`config.mk`:
```
export PLATFORM = sky130hd
export DESIGN_NAME = tsc_frame_core
export DESIGN_NICKNAME = d
export VERILOG_FILES = /design/src/tsc_pkg.sv /design/src/tsc_frame_core.sv
export VERILOG_INCLUDE_DIRS = /design/src /design/src/src
export SDC_FILE = /design/constraint.sdc
export NUM_CORES = 1
export LEC_CHECK = 0
export BUFFER_PORTS_ARGS = -buffer_cell sky130_fd_sc_hd__buf_2
export CORE_ASPECT_RATIO = 0.75
export CORE_UTILIZATION = 59
export DETAILED_ROUTE_END_ITERATION = 6
export PLACE_DENSITY = 0.93
export SLEW_MARGIN = 40
export SYNTH_ARGS = -nofsm -noshare
export SYNTH_HDL_FRONTEND = slang
export SYNTH_SLANG_ARGS = --single-unit
```
`constraint.sdc`:
```
create_clock -name clk_i -period 3.5 [get_ports clk_i]
set_clock_uncertainty 0.1 [all_clocks]
set_input_delay 0.175 -clock clk_i [delete_from_list [all_inputs] [get_ports clk_i]]
set_output_delay 0.175 -clock clk_i [all_outputs]
set_load 0.02 [all_outputs]
```
`src/thermocouple_scratchpad_checker_defines.svh`:
```
// assertion macros shared by the thermocouple scratchpad checker rtl
`ifndef THERMOCOUPLE_SCRATCHPAD_CHECKER_DEFINES_SVH
`define THERMOCOUPLE_SCRATCHPAD_CHECKER_DEFINES_SVH

// same-cycle implication, checked while out of reset
`define TSC_ASSERT_NOW(label, clk, rst_n, ante, cons, msg) \
  label: assert property (@(posedge clk) disable iff (!rst_n) (ante) |-> (cons)) \
    else $error(msg);

// next-cycle implication, checked while out of reset
`define TSC_ASSERT_NEXT(label, clk, rst_n, ante, cons, msg) \
  label: assert property (@(posedge clk) disable iff (!rst_n) (ante) |=> (cons)) \
    else $error(msg);

`endif

```
`src/tsc_pkg.sv`:
```
// shared types, constants and the crc-8 function of the scratchpad checker
package tsc_pkg;

  localparam int unsigned DataBytesDef = 8;
  localparam int unsigned PosWidth     = 4;
  localparam logic [7:0]  CrcPoly      = 8'h8C;
  localparam int unsigned OutDataWidth = 24;

  typedef struct packed {
    logic [7:0] frame_byte;
    logic       frame_start;
  } tsc_item_t;

  typedef struct packed {
    logic signed [13:0] temperature_quarter_deg;
    logic               crc_error;
    logic               fault_flag;
    logic               open_circuit;
    logic               short_to_ground;
    logic               short_to_supply;
    logic               reading_ok;
  } tsc_result_t;

  // one-wire crc-8, reflected, one byte lsb first
  function automatic logic [7:0] crc8_byte(input logic [7:0] crc_in, input logic [7:0] data);
    logic [7:0] crc;
    logic       mix;
    crc = crc_in;
    for (int i = 0; i < 8; i++) begin
      mix = crc[0] ^ data[i];
      crc = {1'b0, crc[7:1]};
      if (mix) begin
        crc = crc ^ CrcPoly;
      end
    end
    return crc;
  endfunction

endpackage

```
`src/tsc_frame_core.sv`:
```
// frame state, crc update and result decode of the scratchpad checker
module tsc_frame_core #(
  parameter int unsigned DATA_BYTES = tsc_pkg::DataBytesDef
) (
  input  logic                clk_i,
  input  logic                rst_ni,
  input  logic                fire_i,
  input  tsc_pkg::tsc_item_t  item_i,
  output logic                res_valid_o,
  output tsc_pkg::tsc_result_t res_o
);
  import tsc_pkg::*;

  `include "thermocouple_scratchpad_checker_defines.svh"

  localparam logic [PosWidth-1:0] CrcPos = PosWidth'(DATA_BYTES);

  logic [7:0]          crc_q, crc_d;
  logic [PosWidth-1:0] pos_q, pos_d;
  logic [7:0]          low_q, low_d;
  logic [7:0]          high_q, high_d;
  logic [2:0]          fault_q, fault_d;

  logic [7:0]          crc_eff;
  logic [PosWidth-1:0] pos_eff;
  logic                is_crc;

  // a start marker drops any partial frame
  assign pos_eff = item_i.frame_start ? '0 : pos_q;
  assign crc_eff = item_i.frame_start ? 8'h00 : crc_q;
  assign is_crc  = (pos_eff >= CrcPos);

  always_comb begin
    crc_d   = crc_q;
    pos_d   = pos_q;
    low_d   = low_q;
    high_d  = high_q;
    fault_d = fault_q;
    if (fire_i) begin
      if (is_crc) begin
        crc_d = 8'h00;
        pos_d = '0;
      end else begin
        crc_d = crc8_byte(crc_eff, item_i.frame_byte);
        pos_d = pos_eff + PosWidth'(1);
        if (pos_eff == PosWidth'(0)) begin
          low_d = item_i.frame_byte;
        end else if (pos_eff == PosWidth'(1)) begin
          high_d = item_i.frame_byte;
        end else if (pos_eff == PosWidth'(2)) begin
          fault_d = item_i.frame_byte[2:0];
        end
      end
    end
  end

  always_ff @(posedge clk_i or negedge rst_ni) begin
    if (!rst_ni) begin
      crc_q   <= 8'h00;
      pos_q   <= '0;
      low_q   <= 8'h00;
      high_q  <= 8'h00;
      fault_q <= 3'b000;
    end else begin
      crc_q   <= crc_d;
      pos_q   <= pos_d;
      low_q   <= low_d;
      high_q  <= high_d;
      fault_q <= fault_d;
    end
  end

  always_comb begin
    res_o.temperature_quarter_deg = $signed({high_q, low_q[7:2]});
    res_o.crc_error       = (item_i.frame_byte != crc_eff);
    res_o.fault_flag      = low_q[0];
    res_o.open_circuit    = fault_q[0];
    res_o.short_to_ground = fault_q[1];
    res_o.short_to_supply = fault_q[2];
    res_o.reading_ok      = !(res_o.crc_error || low_q[0] || (|fault_q));
  end

  assign res_valid_o = fire_i && is_crc;

  `TSC_ASSERT_NOW(a_pos_in_range, clk_i, rst_ni, 1'b1, pos_q <= CrcPos, "position past crc byte")
  `TSC_ASSERT_NEXT(a_pos_clear, clk_i, rst_ni, res_valid_o, pos_q == '0 && crc_q == 8'h00,
                   "frame state not cleared after crc byte")
  `TSC_ASSERT_NEXT(a_data_step, clk_i, rst_ni, fire_i && !is_crc,
                   pos_q == $past(pos_eff) + PosWidth'(1),
                   "position did not advance on data byte")

endmodule

```
# After elaboration in Yosys (flattened, before gate mapping)
# Index checks and enable logic that the tools add are counted.
# word_totals
reg_bits	31
in_bits	12
elab_cells	64
output_inout_bits	21
# op_classes
add_sub_neg	1
bitwise	19
n_mux	26
eq_ne	3
reduce_logical	9
n_lt_le_gt_ge	1
# op_table
op	count
$mux 8	24
$not 2->3	8
$mux 4	2
$ne 8x8->1	1
$xor 1x1->1	8
$reduce_and 5->1	1
$add 4x1->4 const B	1
$eq 4x1->1 const B	1
$eq 4x2->1 const B	1
$ge 4x4->1 const B	1
$logic_not 4->1	1
$reduce_and 4->1	1
$not 1->1	3
$reduce_and 3->1	1
$reduce_or 3->1	1
$logic_or 1x1->1	2
$logic_and 1x1->1	1
$logic_not 1->1	1

# Longest topological paths before layout
# Gate-level depths: netlist of the first run.
# depth
ltp_word	32
depth_mapped	7
depth_no_buf	5

# Worst setup path before layout of the first run
# OpenSTA, ideal clock, no wires.
# synth_timing
path_kind	register to output
from	reg crc_q[4]
to	out res_o[0] (netlist name)
t_required_ps	3225
arrival_time_ps	1567
path_slack_ps	1658
stages_incl_launch_ff	6
n_path_buf	0
path_cell_list	dfrtp_1 nor2b_2 xnor2_2 nand2_1 nand4b_1 nor2_1
# synth_rtl
element	line	rtl
start, declared	tsc_frame_core.sv:18	logic [7:0] crc_q, crc_d;
start signal, assigned	tsc_frame_core.sv:65	crc_q <= crc_d;
end, declared	tsc_frame_core.sv:10	output tsc_pkg::tsc_result_t res_o

==> results of run 1 <==
## cells by family (layout without fill, tap and decap cells)
kind of cell | count (synthesis) | in the layout | synth area share, %
AOI/OAI and AO/OA | 21 | 21 | 9.45
xor gates and xnor gates | 28 | 28 | 18.7
adders and majority gates | 4 | 4 | 2.88
buffers and inverters | 12 | 45 | 3.32
DFF | 30 | 30 | 43.3
muxes | 18 | 18 | 11.7
and+or+nand+nor | 33 | 33 | 10.7
## through the flow
step	total power, mW	worst slack [ns]	utilization (%)	hold slack (ns)
finish	1.64	1.46	73.7	0.0682
global route	1.74	1.33	73.7	0.0926
CTS	1.65	1.48	73.7	0.0608
detailed placement	1.38	1.64	70.4	0.150
global placement	1.33	1.70	70.4	0.124
floorplan	1.19	1.66	-	-0.221
## layout by cell type (no fill, tap or decap)
| cell | instances |
|---|---|
| o2bb2ai_1 | 4 |
| clkinv_2 | 2 |
| o21a_1 | 1 |
| mux2_1 | 4 |
| o21ai_0 | 1 |
| nand2b_1 | 3 |
| a22o_1 | 6 |
| nand2_1 | 2 |
| xor2_1 | 5 |
| mux2_2 | 14 |
| ha_1 | 4 |
| nand2_2 | 1 |
| a31oi_1 | 3 |
| clkinv_1 | 1 |
| o22ai_1 | 1 |
| nor4bb_1 | 3 |
| clkbuf_8 | 5 |
| nor2b_2 | 1 |
| o31ai_1 | 1 |
| xnor3_1 | 3 |
| inv_1 | 4 |
| nor2_1 | 13 |
| xnor2_2 | 5 |
| xnor2_1 | 15 |
| nand3b_1 | 1 |
| nand4b_1 | 1 |
| buf_2 | 32 |
| nor2b_1 | 3 |
| nand4_1 | 1 |
| dfrtp_1 | 30 |
| nor3_1 | 1 |
| o32ai_1 | 3 |
| a21oi_1 | 1 |
| or4_1 | 1 |
| nor2_2 | 2 |
| dlygate4sd3_1 | 1 |
## power groups by stage
stage	clock, mW	combinational, mW	sequential [mW]
after detailed placement	0	0.784	0.595
after CTS	0.266	0.790	0.590
after global routing	0.273	0.852	0.611
final	0.263	0.787	0.594
after floorplan	0	0.523	0.663
after global placement	0	0.747	0.582
## state kept, by name, indices dropped and copies added (netlist names)
| signal | cells |
|---|---|
| pos_q | 4 |
| crc_q | 8 |
| low_q | 7 |
| fault_q | 3 |
| high_q | 8 |
## worst reg2reg max path, cell delays in order, from the launching register on
cell and delay (ns):
dfrtp_1 0.46, xnor2_1 0.23, nor2_1 0.09, xnor2_1 0.43, xnor3_1 0.29, a22o_1 0.21
## repair_timing
action                    4_1_cts  5_1_grt
gates resized for setup         0        0
hold buffers                    1        0
hold endpoints to repair       30        0
buffers inserted                0        0
## metal layers
metal | GRT usage [%] | part of all wire [%]
met1 | 36.1 | 44
met2 | 41.6 | 47
met3 | 7.71 | 7.4
met4 | 11.5 | 1.4
met5 | 0 | 0
## synth_stat cells (2+ instances only)
library cell  number
a22o_1             6
a31oi_1            3
buf_2              4
buf_4              2
dfrtp_1           30
ha_1               4
inv_1              4
mux2_1             4
mux2_2            14
nand2_1            2
nand2b_1           3
nor2_1            13
nor2_2             2
nor2b_1            3
nor4bb_1           3
o2bb2ai_1          4
o32ai_1            3
xnor2_1           15
xnor2_2            5
xnor3_1            3
xor2_1             5
## area by class of cell
type | count | area [um2] | area share [%]
Tap cell | 36 | 45.0 | 2.26
Clock buffer | 5 | 68.8 | 3.46
Clock inverter | 2 | 10.0 | 0.503
Inverter | 5 | 18.8 | 0.943
Multi-Input combinational cell | 104 | 927 | 46.6
Timing Repair Buffer | 33 | 170 | 8.55
Sequential cell | 30 | 751 | 37.7
## how the worst min path moves through the flow
stage | startpoint | to | cells past startpoint
detailed placement | rst_ni | crc_q[6] | 1
floorplan | rst_ni | crc_q[0] | 0
global placement | rst_ni | pos_q[0] | 1
CTS | fire_i | pos_q[0] | 2
global route | fire_i | pos_q[3] | 2
finish | fire_i | pos_q[0] | 2
==> results.cfg, run 1 <==
[logic_synthesis]
synth.area.top_cells = dfrtp_1 (43%), mux2_2 (9.1%), xnor2_1 (7.6%)
synth_edf_count = 0
ys.flop_type = dfrtp_1
postSynthCellCount = 146
yosysSeqAreaShare_pct = 43.3
synth_cell_types = 35
yosysTopAreaCell = dfrtp_1
async_reset_ff_share_pct = 100
synth.avg_cell_area_um2 = 11.9
syn_area_um2 = 1740
yosysWarnings = 0
ys_seq_elements = 30
netlist.area_leader.share_pct = 43.3
synth.net_count = 162

[power]
p_sw_uw = 625
power_per_cell_area_nw_per_um2 = 825
power_leakage_nw = 0.916
internal_power_mw = 1.02
p_seq_share_pct = 36.1
pwr-share-clk_pct = 16.0
switching_share_pct = 38.0
vdd_drop_max_v = 0.000442
comb_power_share_pct = 47.9

[cells_and_area]
final_layout_size_suffix_gt1_share_pct = 34.6
antenna_cells = 0
fin_cells = 215
n_fill_cell = 184
nets = 195
area_delta_synth_final_pct = 14.7
postLayoutCellArea_um2 = 1990

[floorplan]
dieWidth_um = 64.6
start_util_pct = 64.2
ios = 33
num_rows = 16
die-height_um = 49.0
die_area_um2 = 3160
coreArea_um2 = 2700

[sta]
slew_viol_final = 0
tightest_slew_ns = 0.684
fin_crit_sh_pct = 58.4
relSlewSlack_pct = 54.4
fmax_ghz = 0.489
layout_min_cycle_time_ns = 2.04
rsz0062_at_grt = no
hold_viol = 0
finalSetupViolCount = 0
setup_tns_ns = 0

[worst_setup_path]
path_cells = nor4bb_1, a31oi_1, o32ai_1, nand4b_1, nor2_1, buf_2
path_class = reg -> out
rr_worst_depth = 5
startpoint_type = register
endpoint = res_o[0]
cp.required_ns = 3.22
critical_path_buf_inv_count = 1
endpoint_kind = primary output
cp_top_family = simple AND/OR/NAND/NOR gates
setup.worst_path.start = crc_q[6]
r2r_slack_ns = 1.58
crit_fanout = 6
cp.arrival_ns = 1.77
cp_num_cells = 6
r2r-start = crc_q[2]
critPathMaxStageDelay_ns = 0.49
slowest_stage = dfrtp_1
regToRegEndpoint = crc_q[1]

[global_routing]
grt_max_degree = 31
track_usage_pct = 27.1
overflow = 0
grt_pass1_wl_um = 6290
grt_pass1_vias = 1313
antenna_found_initial = 0

[placed_design]
hpwl_um = 2630
portBuffers = 32
dpl_cell_area_um2 = 1900
dp_cells = 207
place.gp.congestion = 0.844

[run_status]
outcome = complete, no violations

[route]
wl_per_cell_um = 17.1
dr.pass1.iters = 4
routed_via_density = 5.82
wl_um = 3690
drtIter0Drc = 75
drc = 0
postRouteAntennaNets = 0
vias = 1252

[clocking]
cts.path.max_buffers = 2
clk_latency_ns = 0.28
tritoncts = done
clkTransAtPathRegs_ns = 0.06
cts_sinks = 30
clock-root-buffer = clkbuf_8
numCtsBuffers = 5
htree_num_levels = 2

[flow_run]
cap_violations = 0

[worst_hold_path]
hold_path.class = in -> reg
(Power assumes the default switching activity.)
==> inputs of run 2 (changes only) <==
CORE_UTILIZATION = 55   (was 59)
PLACE_DENSITY = 0.88   (was 0.93)
clock period = 2.1 ns   (was 3.5 ns; I/O delays follow)
==> run 2 against run 1 <==
Against the previous run: worst hold slack got worse by 0.048 ns; sequential share of layout area fell by 1.4 points; core utilization fell by 3.9 points; combinational power rose by 64%; clock-buffer cell count rose by 1; final cell count rose by 2.3%; register-to-register slack got worse by 1.3 ns; die area rose by 7.0%; first-iteration DRC count fell by 56%; sequential cell count did not move; global-route usage fell by 1.1 points; critical path type unchanged.
==> results.cfg, run 2 (synthesis results as in run 1) <==
[run_status]
outcome = complete, no violations

[clocking]
post_cts_buffers = 0
tritoncts = done
clkTransAtPathRegs_ns = 0.06
clock-root-buffer = clkbuf_8
clk_latency_ns = 0.28
cts.path.max_buffers = 2
numCtsBuffers = 5
cts_sinks = 30
htree_num_levels = 2

[cells_and_area]
n_fill_cell = 227
multiInputGateArea_um2 = 927
final_cell_mix = buf_2 (32), dfrtp_1 (27), xnor2_1 (15)
area_delta_synth_final_pct = 19.8
seq_area_um2 = 754
antenna_cells = 0
layout_commonest_cell = buf_2
final_layout_size_suffix_gt1_share_pct = 36.8
nets = 197
reg_top3 = crc_q: 8 flops, high_q: 8 flops, low_q: 7 flops

[sta]
rsz0062_at_grt = no
hold_viol = 0
tightest_slew_ns = 0.667
relSlewSlack_pct = 55.5
fin_crit_sh_pct = 93.4
setup_tns_ns = 0
layout_min_cycle_time_ns = 1.96
fmax_ghz = 0.510
finalSetupViolCount = 0
slew_viol_final = 0

[global_routing]
grt_pass1_wl_um = 6260
antenna_found_initial = 0
grt_max_degree = 31
track_usage_pct = 26.0
grt_pass1_vias = 1295
overflow = 0

[worst_setup_path]
endpoint_kind = primary output
path_cells = nor2b_2, xnor2_2, nand2_1, nand4b_1, nor2_1, buf_2
startpoint_type = register
path_class = reg -> out
slowest_stage = dfrtp_1
cp.required_ns = 1.89
cp.arrival_ns = 1.76
critical_path_buf_inv_count = 1
cp_top_family = simple AND/OR/NAND/NOR gates
crit_fanout = 4
critPathMaxStageDelay_ns = 0.38

[floorplan]
start_util_pct = 58.3
die_area_um2 = 3390
coreArea_um2 = 2980
dieWidth_um = 66.9
die-height_um = 50.6
ios = 33
num_rows = 17

[route]
drc = 0
drtIter0Drc = 33
wl_um = 3650
routed_via_density = 5.60
dr.pass1.iters = 4
postRouteAntennaNets = 0
vias = 1233
wl_per_cell_um = 16.6

[power]
vdd_drop_max_v = 0.000779
p_total_mw = 3.02
power_per_cell_area_nw_per_um2 = 1450
power_leakage_nw = 0.949

[flow_run]
cap_violations = 0

[placed_design]
place.gp.congestion = 0.810
hpwl_um = 2600
portBuffers = 32

[worst_hold_path]
hold_path.class = in -> reg
## run 2: changes by cell type in the layout (fill, tap and decap cells not counted)
cell           change
bufinv_16          +2
dlygate4sd3_1      +1
dfrtp_1            -3
clkbuf_8           +1
dfrtp_2            +3
buf_4              +1
clkinv_2           -2
## run 2: worst register-to-register path: stages (launching register included)
cell,delay [ns]
dfrtp_2,0.45
xnor2_1,0.17
nor2_1,0.07
xnor2_1,0.42
xnor3_1,0.29
a22o_1,0.21
## run 2: final timing paths
check / from / end / slack, ns / cells past startpoint
worst max register to register: crc_q[2] / crc_q[1] / 0.27 / 5
worst min-delay path: item_i[8] / low_q[7] / 0.02 / 2
max in group asynchronous: rst_ni / crc_q[6] / 1.13 / 2
min in group asynchronous: rst_ni / crc_q[3] / 0.28 / 2
worst max-delay path: crc_q[4] / res_o[0] / 0.14 / 6
worst min register to register: crc_q[4] / crc_q[4] / 0.40 / 1
## run 2: repair_timing
item	in CTS	in global routing
resized for setup	0	3
endpoints found under the setup margin	0	1
endpoints found under the hold margin	31	0
hold buffers	2	0
## run 2: layout make-up
class                   count  share of cell area (%)
clock buffers               6                    3.97
clock inverters             2                    2.89
inverters                   5                   0.903
multi-input cells         104                    44.6
flip-flops and latches     30                    36.3
well taps                  38                    2.29
repair buffers             35                    9.03
## run 2: stage by stage
step           util, %  std cells  hold slack [ns]  area, um2  worst slack [ns]
3_5_place_dp      64.2        210           0.0828       1910             0.217
2_1_floorplan        -        146           -0.291       1740             0.328
3_3_place_gp      64.2        210           0.0707       1910             0.379
6_report          69.8        220           0.0202       2080             0.139
5_1_grt           69.8        220           0.0190       2080           0.00175
4_1_cts           69.7        220           0.0158       2070             0.119
## run 2: power by group
group	internal [mW]	switching, mW
registers	0.796	0.197
logic	0.687	0.608
clock network	0.506	0.225
total	1.99	1.03
## run 2: metal layers
layer	vias up	GRT usage, %	part of all wire [%]
met2	49	38.4	46
li1	581	-	-
met4	0	9.22	1.0
met1	598	36.4	46
met5	-	0	0
met3	5	7.05	6.7
==> inputs of run 3 (changes only) <==
CAP_MARGIN = 20   (was not set)
GPL_TIMING_DRIVEN = 0   (was not set)
==> run 3 against run 2 <==
Against the previous run: setup slack worse by 0.022 ns; clock-buffer cell count is 1 lower; core utilization is 2.2 points lower; final cell count is 0.45% lower; critical path depth stayed put; sequential share of layout area is 0.99 points higher; sequential power is 2% lower; final area is 3.1% lower; critical endpoint unchanged; largest power group unchanged.
==> results.cfg, run 3 (synthesis results as in run 1) <==
[placed_design]
place.gp.congestion = 0.822
place_ws_ns = 0.0585
hpwl_um = 2570
dpl_cell_area_um2 = 1920
portBuffers = 27

[clocking]
clock-root-buffer = clkbuf_8
cts_sinks = 30
cts.path.max_buffers = 2
numCtsBuffers = 5
post_cts_buffers = 0
htree_num_levels = 2
clk_latency_ns = 0.28
tritoncts = done
clkTransAtPathRegs_ns = 0.06

[sta]
hold_viol = 0
slew_viol_final = 0
fin_crit_sh_pct = 94.4
finalSetupViolCount = 0
setup_slack_ns = 0.117
layout_min_cycle_time_ns = 1.98
fmax_ghz = 0.504
setup_tns_ns = 0
tightest_slew_ns = 0.662
relSlewSlack_pct = 55.9

[route]
drtIter0Drc = 32
postRouteAntennaNets = 0
routed_via_density = 5.69
dr.pass1.iters = 4
vias = 1247
wl_per_cell_um = 16.3
drc = 0
wl_um = 3570

[worst_setup_path]
endpoint_kind = primary output
crit_fanout = 6
path_class = reg -> out
cp.arrival_ns = 1.78
cp.required_ns = 1.89
startpoint_type = register

[worst_hold_path]
hold_path.class = in -> reg

[global_routing]
overflow = 0
antenna_found_initial = 0
grt_max_degree = 31
grt_pass1_wl_um = 6100
grt_pass1_vias = 1337
track_usage_pct = 24.5

[power]
vdd_drop_max_v = 0.000887
power_per_cell_area_nw_per_um2 = 1350
power_leakage_nw = 0.923

[floorplan]
coreArea_um2 = 2980
ios = 33
start_util_pct = 58.3
die_area_um2 = 3390
num_rows = 17
die-height_um = 50.6
dieWidth_um = 66.9

[cells_and_area]
antenna_cells = 0
postLayoutCellArea_um2 = 2010
layout_commonest_cell = buf_2
nets = 197
reg_top3 = crc_q: 8 flops, high_q: 8 flops, low_q: 7 flops
area_delta_synth_final_pct = 16.0
final_cell_mix = buf_2 (31), dfrtp_1 (30), xnor2_1 (15)
n_fill_cell = 214
final_util_pct = 67.6
final_layout_size_suffix_gt1_share_pct = 35.4

[flow_run]
cap_violations = 0

[run_status]
outcome = complete, no violations
run 3: changes by cell type in the layout (fill, tap and decap cells not counted), sizes merged:
cell	change
dlygate4sd3	-1
bufinv	-2
clkinv	+2
run 3: area by class of cell:
type	instances	area (um2)	area share, %
clock inverters	2	10.0	0.497
flip-flops and latches	30	751	37.3
clock buffers	5	68.8	3.42
repair buffers	28	145	7.21
well taps	38	47.5	2.36
inverters	5	18.8	0.932
plain buffers	7	38.8	1.93
multi-input cells	104	933	46.4
run 3: through the flow:
stage	power, mW	cells	hold WS, ns
6_report	2.72	219	0.0109
5_1_grt	2.87	219	0.0206
4_1_cts	2.72	219	0.00525
3_5_place_dp	2.27	211	0.0718
3_3_place_gp	2.22	211	0.0565
2_1_floorplan	1.98	146	-0.291
run 3: power breakdown:
part	switching, mW	leakage [nW]	internal (mW)
combinational	0.615	0.515	0.690
clock	0.214	0.0438	0.222
sequential	0.189	0.364	0.790
run 3: worst max-delay path, cell delays in order, from the launching register on:
cell	delay (ns)
dfrtp_1	0.47
nor4bb_2	0.35
a31oi_1	0.08
o32ai_1	0.14
nand4b_1	0.17
nor2_1	0.13
buf_2	0.17
run 3: path summary, 6_finish.rpt:
check	slack, ns	end	cells after the start	from
max	0.12	res_o[0]	6	crc_q[0]
min	0.01	high_q[7]	2	item_i[8]
max reg2reg	0.24	crc_q[1]	5	crc_q[0]
min reg2reg	0.38	crc_q[4]	1	crc_q[4]
max in group asynchronous	1.18	crc_q[5]	2	rst_ni
min in group asynchronous	0.29	pos_q[0]	2	rst_ni
run 3: layer usage:
| layer | wire length [um] | GRT usage (%) | up-vias |
|---|---|---|---|
| met5 | 0 | 0 | - |
| met4 | 35 | 6.74 | 0 |
| met3 | 208 | 6.36 | 4 |
| met2 | 1730 | 39.2 | 40 |
| met1 | 1590 | 32.9 | 623 |
| li1 | - | - | 580 |
run 3: timing repair:
item / CTS / global route
endpoints found under the setup margin: 0 / 1
hold endpoints to repair: 30 / 0
hold buffers: 1 / 0
gates resized for setup: 0 / 1
